$ cat src/rtl/sgt_pkg.sv
// Shared types, defaults and helpers for the skeleton global transform core.
package sgt_pkg;

    localparam int MAX_NODES_DEF = 256;
    localparam int FRAC_BITS_DEF = 16;

    typedef logic signed [31:0] fix_t;
    typedef logic signed [65:0] wide_t;

    localparam logic MOP_LOC = 1'b0;
    localparam logic MOP_GLB = 1'b1;

    typedef struct packed {
        logic       load;
        logic       rd_en;
        logic [1:0] row;
        logic       quat_en;
        logic       rot_en;
        logic       mul_en;
        logic       mul_op;
        logic [3:0] mul_idx;
        logic       out_load;
    } cmd_t;

    typedef struct packed {
        logic out_free;
    } sts_t;

    function automatic fix_t sat32(input wide_t v);
        fix_t r;
        if (v > 66'sd2147483647) begin
            r = 32'sh7fffffff;
        end else if (v < -66'sd2147483648) begin
            r = 32'sh80000000;
        end else begin
            r = fix_t'(v[31:0]);
        end
        return r;
    endfunction

endpackage

$ cat src/rtl/sgt_ctrl.sv
// Sequencing state machine for the skeleton global transform core.
module sgt_ctrl (
    input  logic          aclk,
    input  logic          aresetn,
    input  logic          s_valid,
    output logic          s_ready,
    input  sgt_pkg::sts_t sts,
    output sgt_pkg::cmd_t cmd
);

    localparam logic [2:0] ST_IDLE = 3'd0;
    localparam logic [2:0] ST_PRD  = 3'd1;
    localparam logic [2:0] ST_QUAT = 3'd2;
    localparam logic [2:0] ST_ROT  = 3'd3;
    localparam logic [2:0] ST_LOC  = 3'd4;
    localparam logic [2:0] ST_GLB  = 3'd5;
    localparam logic [2:0] ST_GDRN = 3'd6;
    localparam logic [2:0] ST_OUT  = 3'd7;

    logic [2:0] state_reg, state_next;
    logic [3:0] cnt_reg, cnt_next;

    always_ff @(posedge aclk) begin
        if (!aresetn) begin
            state_reg <= ST_IDLE;
            cnt_reg   <= '0;
        end else begin
            state_reg <= state_next;
            cnt_reg   <= cnt_next;
        end
    end

    always_comb begin
        cmd        = '0;
        state_next = state_reg;
        cnt_next   = cnt_reg;
        s_ready    = (state_reg == ST_IDLE);
        unique case (state_reg)
            ST_IDLE: begin
                if (s_valid) begin
                    cmd.load   = 1'b1;
                    state_next = ST_PRD;
                    cnt_next   = '0;
                end
            end
            ST_PRD: begin
                cmd.rd_en = 1'b1;
                cmd.row   = cnt_reg[1:0];
                if (cnt_reg == 4'd3) begin
                    state_next = ST_QUAT;
                    cnt_next   = '0;
                end else begin
                    cnt_next = cnt_reg + 4'd1;
                end
            end
            ST_QUAT: begin
                cmd.quat_en = 1'b1;
                state_next  = ST_ROT;
            end
            ST_ROT: begin
                cmd.rot_en = 1'b1;
                state_next = ST_LOC;
                cnt_next   = '0;
            end
            ST_LOC: begin
                cmd.mul_en  = 1'b1;
                cmd.mul_op  = sgt_pkg::MOP_LOC;
                cmd.mul_idx = cnt_reg;
                if (cnt_reg == 4'd2) begin
                    state_next = ST_GLB;
                    cnt_next   = '0;
                end else begin
                    cnt_next = cnt_reg + 4'd1;
                end
            end
            ST_GLB: begin
                cmd.mul_en  = 1'b1;
                cmd.mul_op  = sgt_pkg::MOP_GLB;
                cmd.mul_idx = cnt_reg;
                if (cnt_reg == 4'd15) begin
                    state_next = ST_GDRN;
                    cnt_next   = '0;
                end else begin
                    cnt_next = cnt_reg + 4'd1;
                end
            end
            ST_GDRN: begin
                state_next = ST_OUT;
                cnt_next   = '0;
            end
            ST_OUT: begin
                if (sts.out_free) begin
                    cmd.out_load = 1'b1;
                    cmd.row      = cnt_reg[1:0];
                    if (cnt_reg == 4'd3) begin
                        state_next = ST_IDLE;
                        cnt_next   = '0;
                    end else begin
                        cnt_next = cnt_reg + 4'd1;
                    end
                end
            end
        endcase
    end

    a_accept_starts_read: assert property (@(posedge aclk) disable iff (!aresetn)
        (s_valid && s_ready) |=> (state_reg == ST_PRD && cnt_reg == 4'd0))
        else $error("accepted transaction did not start the parent read");

    a_last_row_idles: assert property (@(posedge aclk) disable iff (!aresetn)
        (cmd.out_load && cmd.row == 2'd3) |=> (state_reg == ST_IDLE))
        else $error("controller did not return to idle after the last row");

endmodule

$ cat config.mk
export PLATFORM = sky130hd
export DESIGN_NAME = sgt_ctrl
export DESIGN_NICKNAME = d
export VERILOG_FILES = /design/src/rtl/sgt_pkg.sv /design/src/rtl/sgt_ctrl.sv
export SDC_FILE = /design/constraint.sdc
export NUM_CORES = 1
export LEC_CHECK = 0
export ABC_AREA = 1
export BUFFER_PORTS_ARGS = -buffer_cell sky130_fd_sc_hd__buf_2
export CAP_MARGIN = 0
export CORE_MARGIN = 1.5
export CORE_UTILIZATION = 43
export CTS_BUF_LIST = sky130_fd_sc_hd__clkbuf_16
export DETAILED_ROUTE_END_ITERATION = 8
export PLACE_DENSITY_LB_ADDON = 0.2
export SYNTH_ARGS = -nofsm -noshare
export SYNTH_HDL_FRONTEND = slang
export SYNTH_SLANG_ARGS = --single-unit
$ cat constraint.sdc
create_clock -name aclk -period 1.14 [get_ports aclk]
set_input_delay 0.285 -clock aclk [delete_from_list [all_inputs] [get_ports aclk]]
set_output_delay 0.285 -clock aclk [all_outputs]
set_load 0.05 [all_outputs]
==> results.md, run 1 <==
- Run status: stopped before the end
- Failing step: 5_1_grt
- Err: [ERROR DPL-0038] Utilization greater than 100%, impossible to legalize
- IO Count: 18
- Yosys top cell area share: 24.8%
- Mapped Nets: 102
- Cell taking the most area after synthesis: dfxtp_1
- GR repair worst EP: cmd[9]
- Ranking of synthesized cells by area: dfxtp_1 25%, nand2_1 15%, nor2_1 11%
- EDFF count, synth: 0
- Root buffer cell: clkbuf_16
- DP Wirelength: 1350 um
- YS warnings: 0
- Place WS: -246 ps
- FP Rows: 12
- Top FF cell, synth: dfxtp_1
- Async S/R FF share, synth: 0%
- RePlAce Congestion: 0.839
- Largest net degree at the start of global routing: 7
- Initial Util: 48.3%
- CTS max path bufs: 2
- Mapped cell area: 566 um2
- Post-synth cell types: 17
- Die width: 39.3 um
- Placed inst area: 897 um2
- Worst-path endpoint category: output port
- Clock sink count: 7
- Cell count after synthesis: 96
- Count leader, synth: nand2_1
- Total CTS buffers: 3
- Synth Register Bits: 7
- Syn avg cell area: 5.89 um2
- # port buffers: 17
- H-tree depth: 1
- Sequential-to-total area share from yosys stat: 24.8%
- Die height: 39.3 um
- Post-synth top cells: 23 x nand2_1, 17 x nor2_1, 15 x inv_1, 9 x nand3_1, 7 x dfxtp_1
==> through the flow <==
step | cells | utilization [%] | TNS (ps) | hold slack [ps]
floorplan | 96 | - | -3490 | 398
global placement | 144 | 76.6 | -2340 | 525
detailed placement | 144 | 76.6 | -3020 | 539
CTS | 151 | 96.4 | -5400 | 326
==> cells by family after synthesis <==
group | count (synthesis) | synth area share, %
DFF | 7 | 24.8
AOI/OAI and AO/OA | 9 | 7.96
adders and majority gates | 2 | 4.42
and+or+nand+nor | 58 | 47.3
xor gates and xnor gates | 1 | 1.55
buffers and inverters | 19 | 13.9
==> timing repair <==
item | 4_1_cts
setup endpoints to repair | 21
buffers inserted | 3
pin swaps | 8
resized for setup | 41
hold buffers | 0
hold endpoints to repair | 0
==> run 2: changes to the inputs <==
--- a/config.mk
+++ b/config.mk
@@ -8,11 +8,10 @@
 export ABC_AREA = 1
 export BUFFER_PORTS_ARGS = -buffer_cell sky130_fd_sc_hd__buf_2
 export CAP_MARGIN = 0
-export CORE_MARGIN = 1.5
-export CORE_UTILIZATION = 43
-export CTS_BUF_LIST = sky130_fd_sc_hd__clkbuf_16
+export CORE_AREA = 2 2 63 65
 export DETAILED_ROUTE_END_ITERATION = 8
-export PLACE_DENSITY_LB_ADDON = 0.2
+export DIE_AREA = 0 0 65 67
+export PLACE_DENSITY_LB_ADDON = 0.15
 export SYNTH_ARGS = -nofsm -noshare
 export SYNTH_HDL_FRONTEND = slang
 export SYNTH_SLANG_ARGS = --single-unit
==> constraint.sdc (replaced) <==
create_clock -name aclk -period 1.5 [get_ports aclk]
set_input_delay 0.375 -clock aclk [delete_from_list [all_inputs] [get_ports aclk]]
set_output_delay 0.375 -clock aclk [all_outputs]
set_load 0.05 [all_outputs]
==> run 2 against run 1 <==
- the flow now finishes, with violations (negative setup slack)
- synthesized cell count stayed put
- area after synthesis stayed put
==> results.md, run 2 <==
- Run status: complete, but fails checks
- Failing checks: negative setup slack
- Top FF cell, synth: dfxtp_1
- Final min period: 1550 ps
- # port buffers: 17 (unchanged)
- YS warnings: 0 (unchanged)
- Data arrival time of the critical path: 1170 ps
- Simple-gate share of the synthesized area: 47.3% (unchanged)
- Max Slew Vio Count: 0
- Max reg flops: 4
- Area of the multi-input gates: 450 um2
- Root buffer cell: clkbuf_8
- Hold Crit Class: in2reg
- Logic pwr share: 68.6%
- Die width: 65 um (+66%)
- H-tree depth: 1 (unchanged)
- Max_slew headroom: 82.7%
- Post-synth top cells: 23 x nand2_1, 17 x nor2_1, 15 x inv_1, 9 x nand3_1, 7 x dfxtp_1
- CP peak stage delay: 360 ps
- Max Clk Rate: 645 MHz
- R2r startpoint: cnt_reg[1]$_SDFFE_PN0P_
- Compound-Gate Fraction of Synth Area: 7.96% (unchanged)
- Clock Skew: 1.14 ps
- Largest family of logic cells by synthesized area: simple AND/OR/NAND/NOR gates
- Total CTS buffers: 3 (unchanged)
- TNS Setup: -203 ps
- Worst setup margin: -49.8 ps
- CTS max path bufs: 2 (unchanged)
- HP Start: aresetn
- Post-synthesis xor/xnor area fraction: 1.55% (unchanged)
- Cell taking the most area after synthesis: dfxtp_1
- Yosys top cell area share: 24.8% (unchanged)
- Ranking of synthesized cells by area: dfxtp_1 25%, nand2_1 15%, nor2_1 11%
- Drt drc: 0
- Largest net degree at the start of global routing: 7
- Worst setup path startpoint: state_reg[1]$_SDFFE_PN0P_
- Count leader, synth: nand2_1
- Antenna viol nets, final: 0
- Most frequent CP cell: nor2_4
- Hold Fails Final Rpt: 0
- CP Launch Type: flop
- Utilization after layout: 27.6%
- Worst path required time: 1120 ps
- Initial Util: 15.7% (-33 points)
- Most common cell after layout, fill and taps aside: nand2_1
- Worst-Margin Slew: 259 ps
- Sequential-to-total area share from yosys stat: 24.8% (unchanged)
- Net Sw Frac: 52.5%
- Initial DRC count: 13
- Mapped cell area: 566 um2 (unchanged)
- FP Rows: 22 (+10)
- Mapped Nets: 102 (unchanged)
- IO Count: 18 (unchanged)
- P_sw: 951 uW
- WHS: 410 ps
- Post-synthesis adder-cell area fraction: 4.42% (unchanged)
- Int Pwr: 862 uW
- Crit share post-route: 103%
- First-pass GRT wire length: 2640 um
- Final global-route overflow total: 0
- Die ar.: 4360 um2
- Clock sink count: 7 (unchanged)
- Die height: 67 um (+71%)
- Critical path class: reg2out
- CP max-delay cell: dfxtp_2
- Cell count after synthesis: 96 (unchanged)
- Routed WL per cell: 9.15 um
- Power share of the clock group: 14.6%
- Vias in the first global route: 597
- Async S/R FF share, synth: 0% (unchanged)
- Lkg Pwr: 0.000436 uW
- Number of vias per cell: 3.79
- Share of cells above drive strength 1: 46.7%
- DP Wirelength: 1340 um (-1.1%)
- Post-synth cell types: 17 (unchanged)
- Clk Latency, worst-skew pair: 220 ps
- Hold Crit Depth: 3
- All-layer global routing usage: 8.08%
- Ant diodes: 0
- TritonCTS clock tree: yes
- Peak supply drop: 0.310 mV
- Reg power frac: 16.8%
- Fin nets: 129
- Synth Register Bits: 7 (unchanged)
- Unrepaired setup endpoints after global routing: yes
- Crit. End Element: output port
- Clock transition at the registers of the reported paths: 40 ps
- Max-cap violations: 0
- Crit Path Max Fanout: 4
- Pwr/cell area: 1820 nW/um2
- EDFF count, synth: 0 (unchanged)
- Most frequent cells in the layout: 20 x nand2_1, 11 x inv_1, 10 x nor2_4, 10 x buf_6, 8 x nand3_1
- P&R area growth vs syn: 76.1%
- DRT Wirelength: 1560 um
- Register Area: 146 um2
- Fill cell count: 409
- Worst path cell trace: inv_2 -> nand3_2 -> clkinvlp_4 -> nor2_4 -> nor2_4 -> buf_6
- Antenna violations before repair: 0
- Core area: 3610 um2
- Via Count: 645
- Reg2Reg Depth: 7
- # setup viols final: 6
- RePlAce Congestion: 0.761 (-9.3%)
- Post-synthesis mux area share: 0% (unchanged)
- Syn avg cell area: 5.89 um2 (unchanged)
- First-pass DRT Iterations: 4
[run 2: worst max-delay path: cells and delay by family (launching register included)]
family                 cells  cell delay [ps]
flip-flops                 1              360
AND/OR/NAND/NOR            3              280
buffers and inverters      3              320
[run 2: final timing paths]
| path | endpoint | slack, ps |
|---|---|---|
| max | cmd[10] | -50 |
| min | state_reg[1]$_SDFFE_PN0P_ | 410 |
| max reg2reg | state_reg[2]$_SDFFE_PN0P_ | 160 |
| min reg2reg | cnt_reg[3]$_SDFFE_PN0P_ | 490 |
[run 2: final cells by class]
type	count	area share, %
Tap cell	48	6.03
Inverter	18	7.16
Clock buffer	4	4.52
Multi-Input combinational cell	70	45.2
Timing Repair Buffer	23	22.4
Sequential cell	7	14.7
[run 2: per-stage QoR]
stage / cell area, um2 / instances / total power, uW / worst slack (ps)
after floorplan: 623 / 96 / 1130 / -174
after global placement: 795 / 165 / 1370 / 0.0797
after detailed placement: 795 / 165 / 1360 / 9.50
after CTS: 926 / 170 / 1740 / -65.5
after global routing: 996 / 170 / 1950 / -119
final: 996 / 170 / 1810 / -49.8
[run 2: power groups by stage]
stage               clock network [uW]  registers, uW  logic (uW)
floorplan                            0            284         846
finish                             264            305        1240
CTS                                273            305        1170
global placement                     0            295        1080
detailed placement                   0            297        1060
global route                       288            317        1350
[run 2: kinds of logic (layout without fill, tap and decap cells)]
kind of cell    after synthesis  after routing
fa+ha+maj                     2              2
xor+xnor                      1              1
compound gates                9              9
buf+inv                      19             45
simple gates                 58             58
flops                         7              7
[run 2: what timing repair did]
item	4_1_cts	5_1_grt
hold buffers	0	0
gates resized for setup	26	18
setup buffers	1	0
setup endpoints to repair	14	18
pin swaps	4	0
[run 2: routing by layer]
metal  GRT usage (%)  vias to the layer above  part of all wire (%)
met2            13.1                       17                    46
met3            2.53                        4                   6.4
li1                -                      350                     -
met1            9.27                      274                    45
met4            4.79                        0                   2.1
met5               0                        -                     0
(Power assumes the default switching activity.)
==> run 3: changes to the inputs <==
--- a/config.mk
+++ b/config.mk
@@ -5,10 +5,10 @@
 export SDC_FILE = /design/constraint.sdc
 export NUM_CORES = 1
 export LEC_CHECK = 0
-export ABC_AREA = 1
 export BUFFER_PORTS_ARGS = -buffer_cell sky130_fd_sc_hd__buf_2
 export CAP_MARGIN = 0
 export CORE_AREA = 2 2 63 65
+export CTS_BUF_LIST = sky130_fd_sc_hd__clkbuf_4
 export DETAILED_ROUTE_END_ITERATION = 8
 export DIE_AREA = 0 0 65 67
 export PLACE_DENSITY_LB_ADDON = 0.15
==> run 3 against run 2 <==
- the run still ends with negative setup slack left
- via count increased by 16%
- cell count did not move
- total power shrank 11%
- combinational power decreased by 9.7%
- critical path type unchanged
- highest routed layer unchanged
==> results.md, run 3 <==
- Run status: complete, but fails checks
- Failing checks: negative setup slack
- First-pass DRT Iterations: 4 (unchanged)
- Die width: 65 um (unchanged)
- Core area: 3610 um2 (unchanged)
- Largest net degree at the start of global routing: 11 (+4)
- Most frequent CP cell: buf_6
- Utilization after layout: 35.1% (+7.5 points)
- TNS Setup: -1870 ps (-1670 ps)
- Unrepaired setup endpoints after global routing: yes
- Crit Reg-Reg Endpoint: cnt_reg[3]$_SDFFE_PN0P_
- Crit share post-route: 109% (+6.1 points)
- Placed cells: 160 (-3.0%)
- R2r startpoint: cnt_reg[1]$_SDFFE_PN0P_
- TritonCTS clock tree: yes
- All-layer global routing usage: 9.73% (+1.6 points)
- Sequential-to-total area share from yosys stat: 22.3% (-2.5 points)
- Final min period: 1640 ps (+91.4 ps)
- Reg2Reg Depth: 6 (-1)
- Antenna violations before repair: 0 (unchanged)
- Clock sink count: 7 (unchanged)
- # port buffers: 17 (unchanged)
- WHS: 429 ps (+18.7 ps)
- Max reg flops: 4 (unchanged)
- Cell count after synthesis: 78 (-19%)
- Die height: 67 um (unchanged)
- Post-synthesis mux area share: 3.19% (+3.2 points)
- Top FF cell, synth: dfxtp_1
- Initial Util: 17.4% (+1.7 points)
- Cell taking the most area after synthesis: dfxtp_1
- Worst path cell trace: buf_6 -> nand2b_4 -> buf_6 -> nor2_4 -> buf_6
- Async S/R FF share, synth: 0% (unchanged)
- Antenna viol nets, final: 0 (unchanged)
- Root buffer cell: clkbuf_4
- Max Slew Vio Count: 0 (unchanged)
- Ranking of synthesized cells by area: dfxtp_1 22%, and2_1 6.0%, o211ai_1 4.8%
- P&R area growth vs syn: 101%
- Cell family with most CP delay: buffers and inverters
- Clock transition at the registers of the reported paths: 60 ps (+20 ps)
- Share of cells above drive strength 1: 66.4% (+20 points)
- Ant diodes: 0 (unchanged)
- Mapped Nets: 84 (-18%)
- Total CTS buffers: 3 (unchanged)
- Crit. End Element: output port
- Via Count: 745 (+16%)
- Largest family of logic cells by synthesized area: simple AND/OR/NAND/NOR gates
- Syn avg cell area: 8.05 um2 (+37%)
- RePlAce Congestion: 0.842 (+11%)
- Initial DRC count: 31 (+18)
- Hold Fails Final Rpt: 0 (unchanged)
- HP Start: aresetn
- IO Count: 18 (unchanged)
- Clock Skew: 5.71 ps (+4.57 ps)
- First-pass GRT wire length: 3140 um (+19%)
- Mapped cell area: 628 um2 (+11%)
- Critical path class: reg2out
- Compound-Gate Fraction of Synth Area: 24.1% (+16 points)
- Yosys top cell area share: 22.3% (-2.5 points)
- Hold Crit Class: in2reg
- Non-Filler Instances: 170 (unchanged)
- Most frequent cells in the layout: 18 x buf_4, 15 x buf_6, 7 x nand2_1
- Worst-Margin Slew: 420 ps (+161 ps)
- Max Clk Rate: 609 MHz (-5.6%)
- Post-synth cell types: 36 (+19)
- CP Launch Type: flop
- Fin nets: 129 (unchanged)
- DRT Wirelength: 2140 um (+37%)
- CP peak stage delay: 370 ps (about the same)
- Post-synthesis xor/xnor area fraction: 0% (-1.5 points)
- CP max-delay cell: dfxtp_4
- Vias in the first global route: 687 (+15%)
- YS warnings: 0 (unchanged)
- Lkg Pwr: 0.000529 uW (+21%)
- CP bufs+invs: 3 (unchanged)
- Pwr/cell area: 1270 nW/um2 (-30%)
- Number of vias per cell: 4.38 (+16%)
- Design Power: 1610 uW (-11%)
- CTS max path bufs: 2 (unchanged)
- Worst path required time: 1120 ps (about the same)
- Most common cell after layout, fill and taps aside: buf_4
- Worst reg2reg setup slack: -90 ps (-250 ps)
- H-tree depth: 1 (unchanged)
- Simple-gate share of the synthesized area: 39.0% (-8.3 points)
- Data arrival time of the critical path: 1270 ps (+100 ps)
- Synth Register Bits: 7 (unchanged)
- Worst setup margin: -141 ps (-91.4 ps)
- Crit Path Max Fanout: 6 (+2)
- Post-synth top cells: 7 x dfxtp_1, 7 x nand2_1, 6 x and2_1, 6 x inv_1, 6 x nor2_1
- Clk Latency, worst-skew pair: 260 ps (+40 ps)
- Max-cap violations: 0 (unchanged)
- FP Rows: 22 (unchanged)
- Min-Delay Endpoint: state_reg[0]$_SDFFE_PN0P_
- Routed WL per cell: 12.6 um (+37%)
- Peak supply drop: 0.430 mV (+39%)
- DP Wirelength: 1500 um (+12%)
- Post-synthesis adder-cell area fraction: 3.98% (-0.44 points)
- Final global-route overflow total: 0 (unchanged)
- EDFF count, synth: 0 (unchanged)
- Die ar.: 4360 um2 (unchanged)
- Hold Crit Depth: 3 (unchanged)
- # setup viols final: 20 (+14)
- Max_slew headroom: 71.6% (-11 points)
- Drt drc: 0 (unchanged)
## run 3: per-layer routing
layer	GRT usage, %	share of wire [%]	vias up
met2	15.6	49	15
met5	0	0	-
li1	-	-	373
met4	7.18	2.6	0
met3	0.338	3.1	5
met1	12.4	45	352
## run 3: area by class of cell
class,count,area [um2]
inverter,7,26.3
timing repair buffer,43,414
clock buffer,4,30.0
multi-input combinational,61,578
sequential,7,156
tap,48,60.1
fill,380,2340
## run 3: worst register-to-register path, delay by kind of cell (launching register included)
kind	cells	cell delay, ps
AO/OA/AOI/OAI	3	710
flip-flops	1	360
adder cells (fa/ha/maj)	1	160
AND/OR/NAND/NOR	1	150
buffers and inverters	1	150
## run 3: kinds of logic (layout without fill, tap and decap cells)
logic type,after synthesis,count (layout)
and+or+nand+nor,38,38
buffers and inverters,10,54
DFF,7,7
muxes,2,2
adders and majority gates,2,2
AOI/OAI and AO/OA,19,19
## run 3: timing repair
| item | CTS | global route |
|---|---|---|
| buffers inserted | 4 | 6 |
| pin swaps | 11 | 17 |
| gates resized for setup | 47 | 26 |
| endpoints found under the setup margin | 21 | 21 |
| hold buffers | 0 | 0 |
## run 3: through the flow
step                      cell area (um2)  setup slack [ps]
after detailed placement              966              -117
after global routing                 1260              -188
after CTS                            1150              -140
after global placement                966              -135
final                                1260              -141
after floorplan                       694              -186
## run 3: how the worst max path moves through the flow
| stage | from | to | cells past startpoint |
|---|---|---|---|
| CTS | state_reg[2]$_SDFFE_PN0P_ | cmd[11] | 3 |
| global placement | cnt_reg[1]$_SDFFE_PN0P_ | cnt_reg[3]$_SDFFE_PN0P_ | 7 |
| floorplan | state_reg[1]$_SDFFE_PN0P_ | cmd[12] | 3 |
| detailed placement | cnt_reg[1]$_SDFFE_PN0P_ | cnt_reg[3]$_SDFFE_PN0P_ | 7 |
| global route | state_reg[1]$_SDFFE_PN0P_ | cmd[3] | 5 |
| finish | state_reg[1]$_SDFFE_PN0P_ | cmd[1] | 5 |
## run 3: power by group
part,switching [uW],internal (uW),total [uW]
clock,75.0,120,195
combinational,612,508,1120
sequential,59.1,235,294
total,746,863,1610
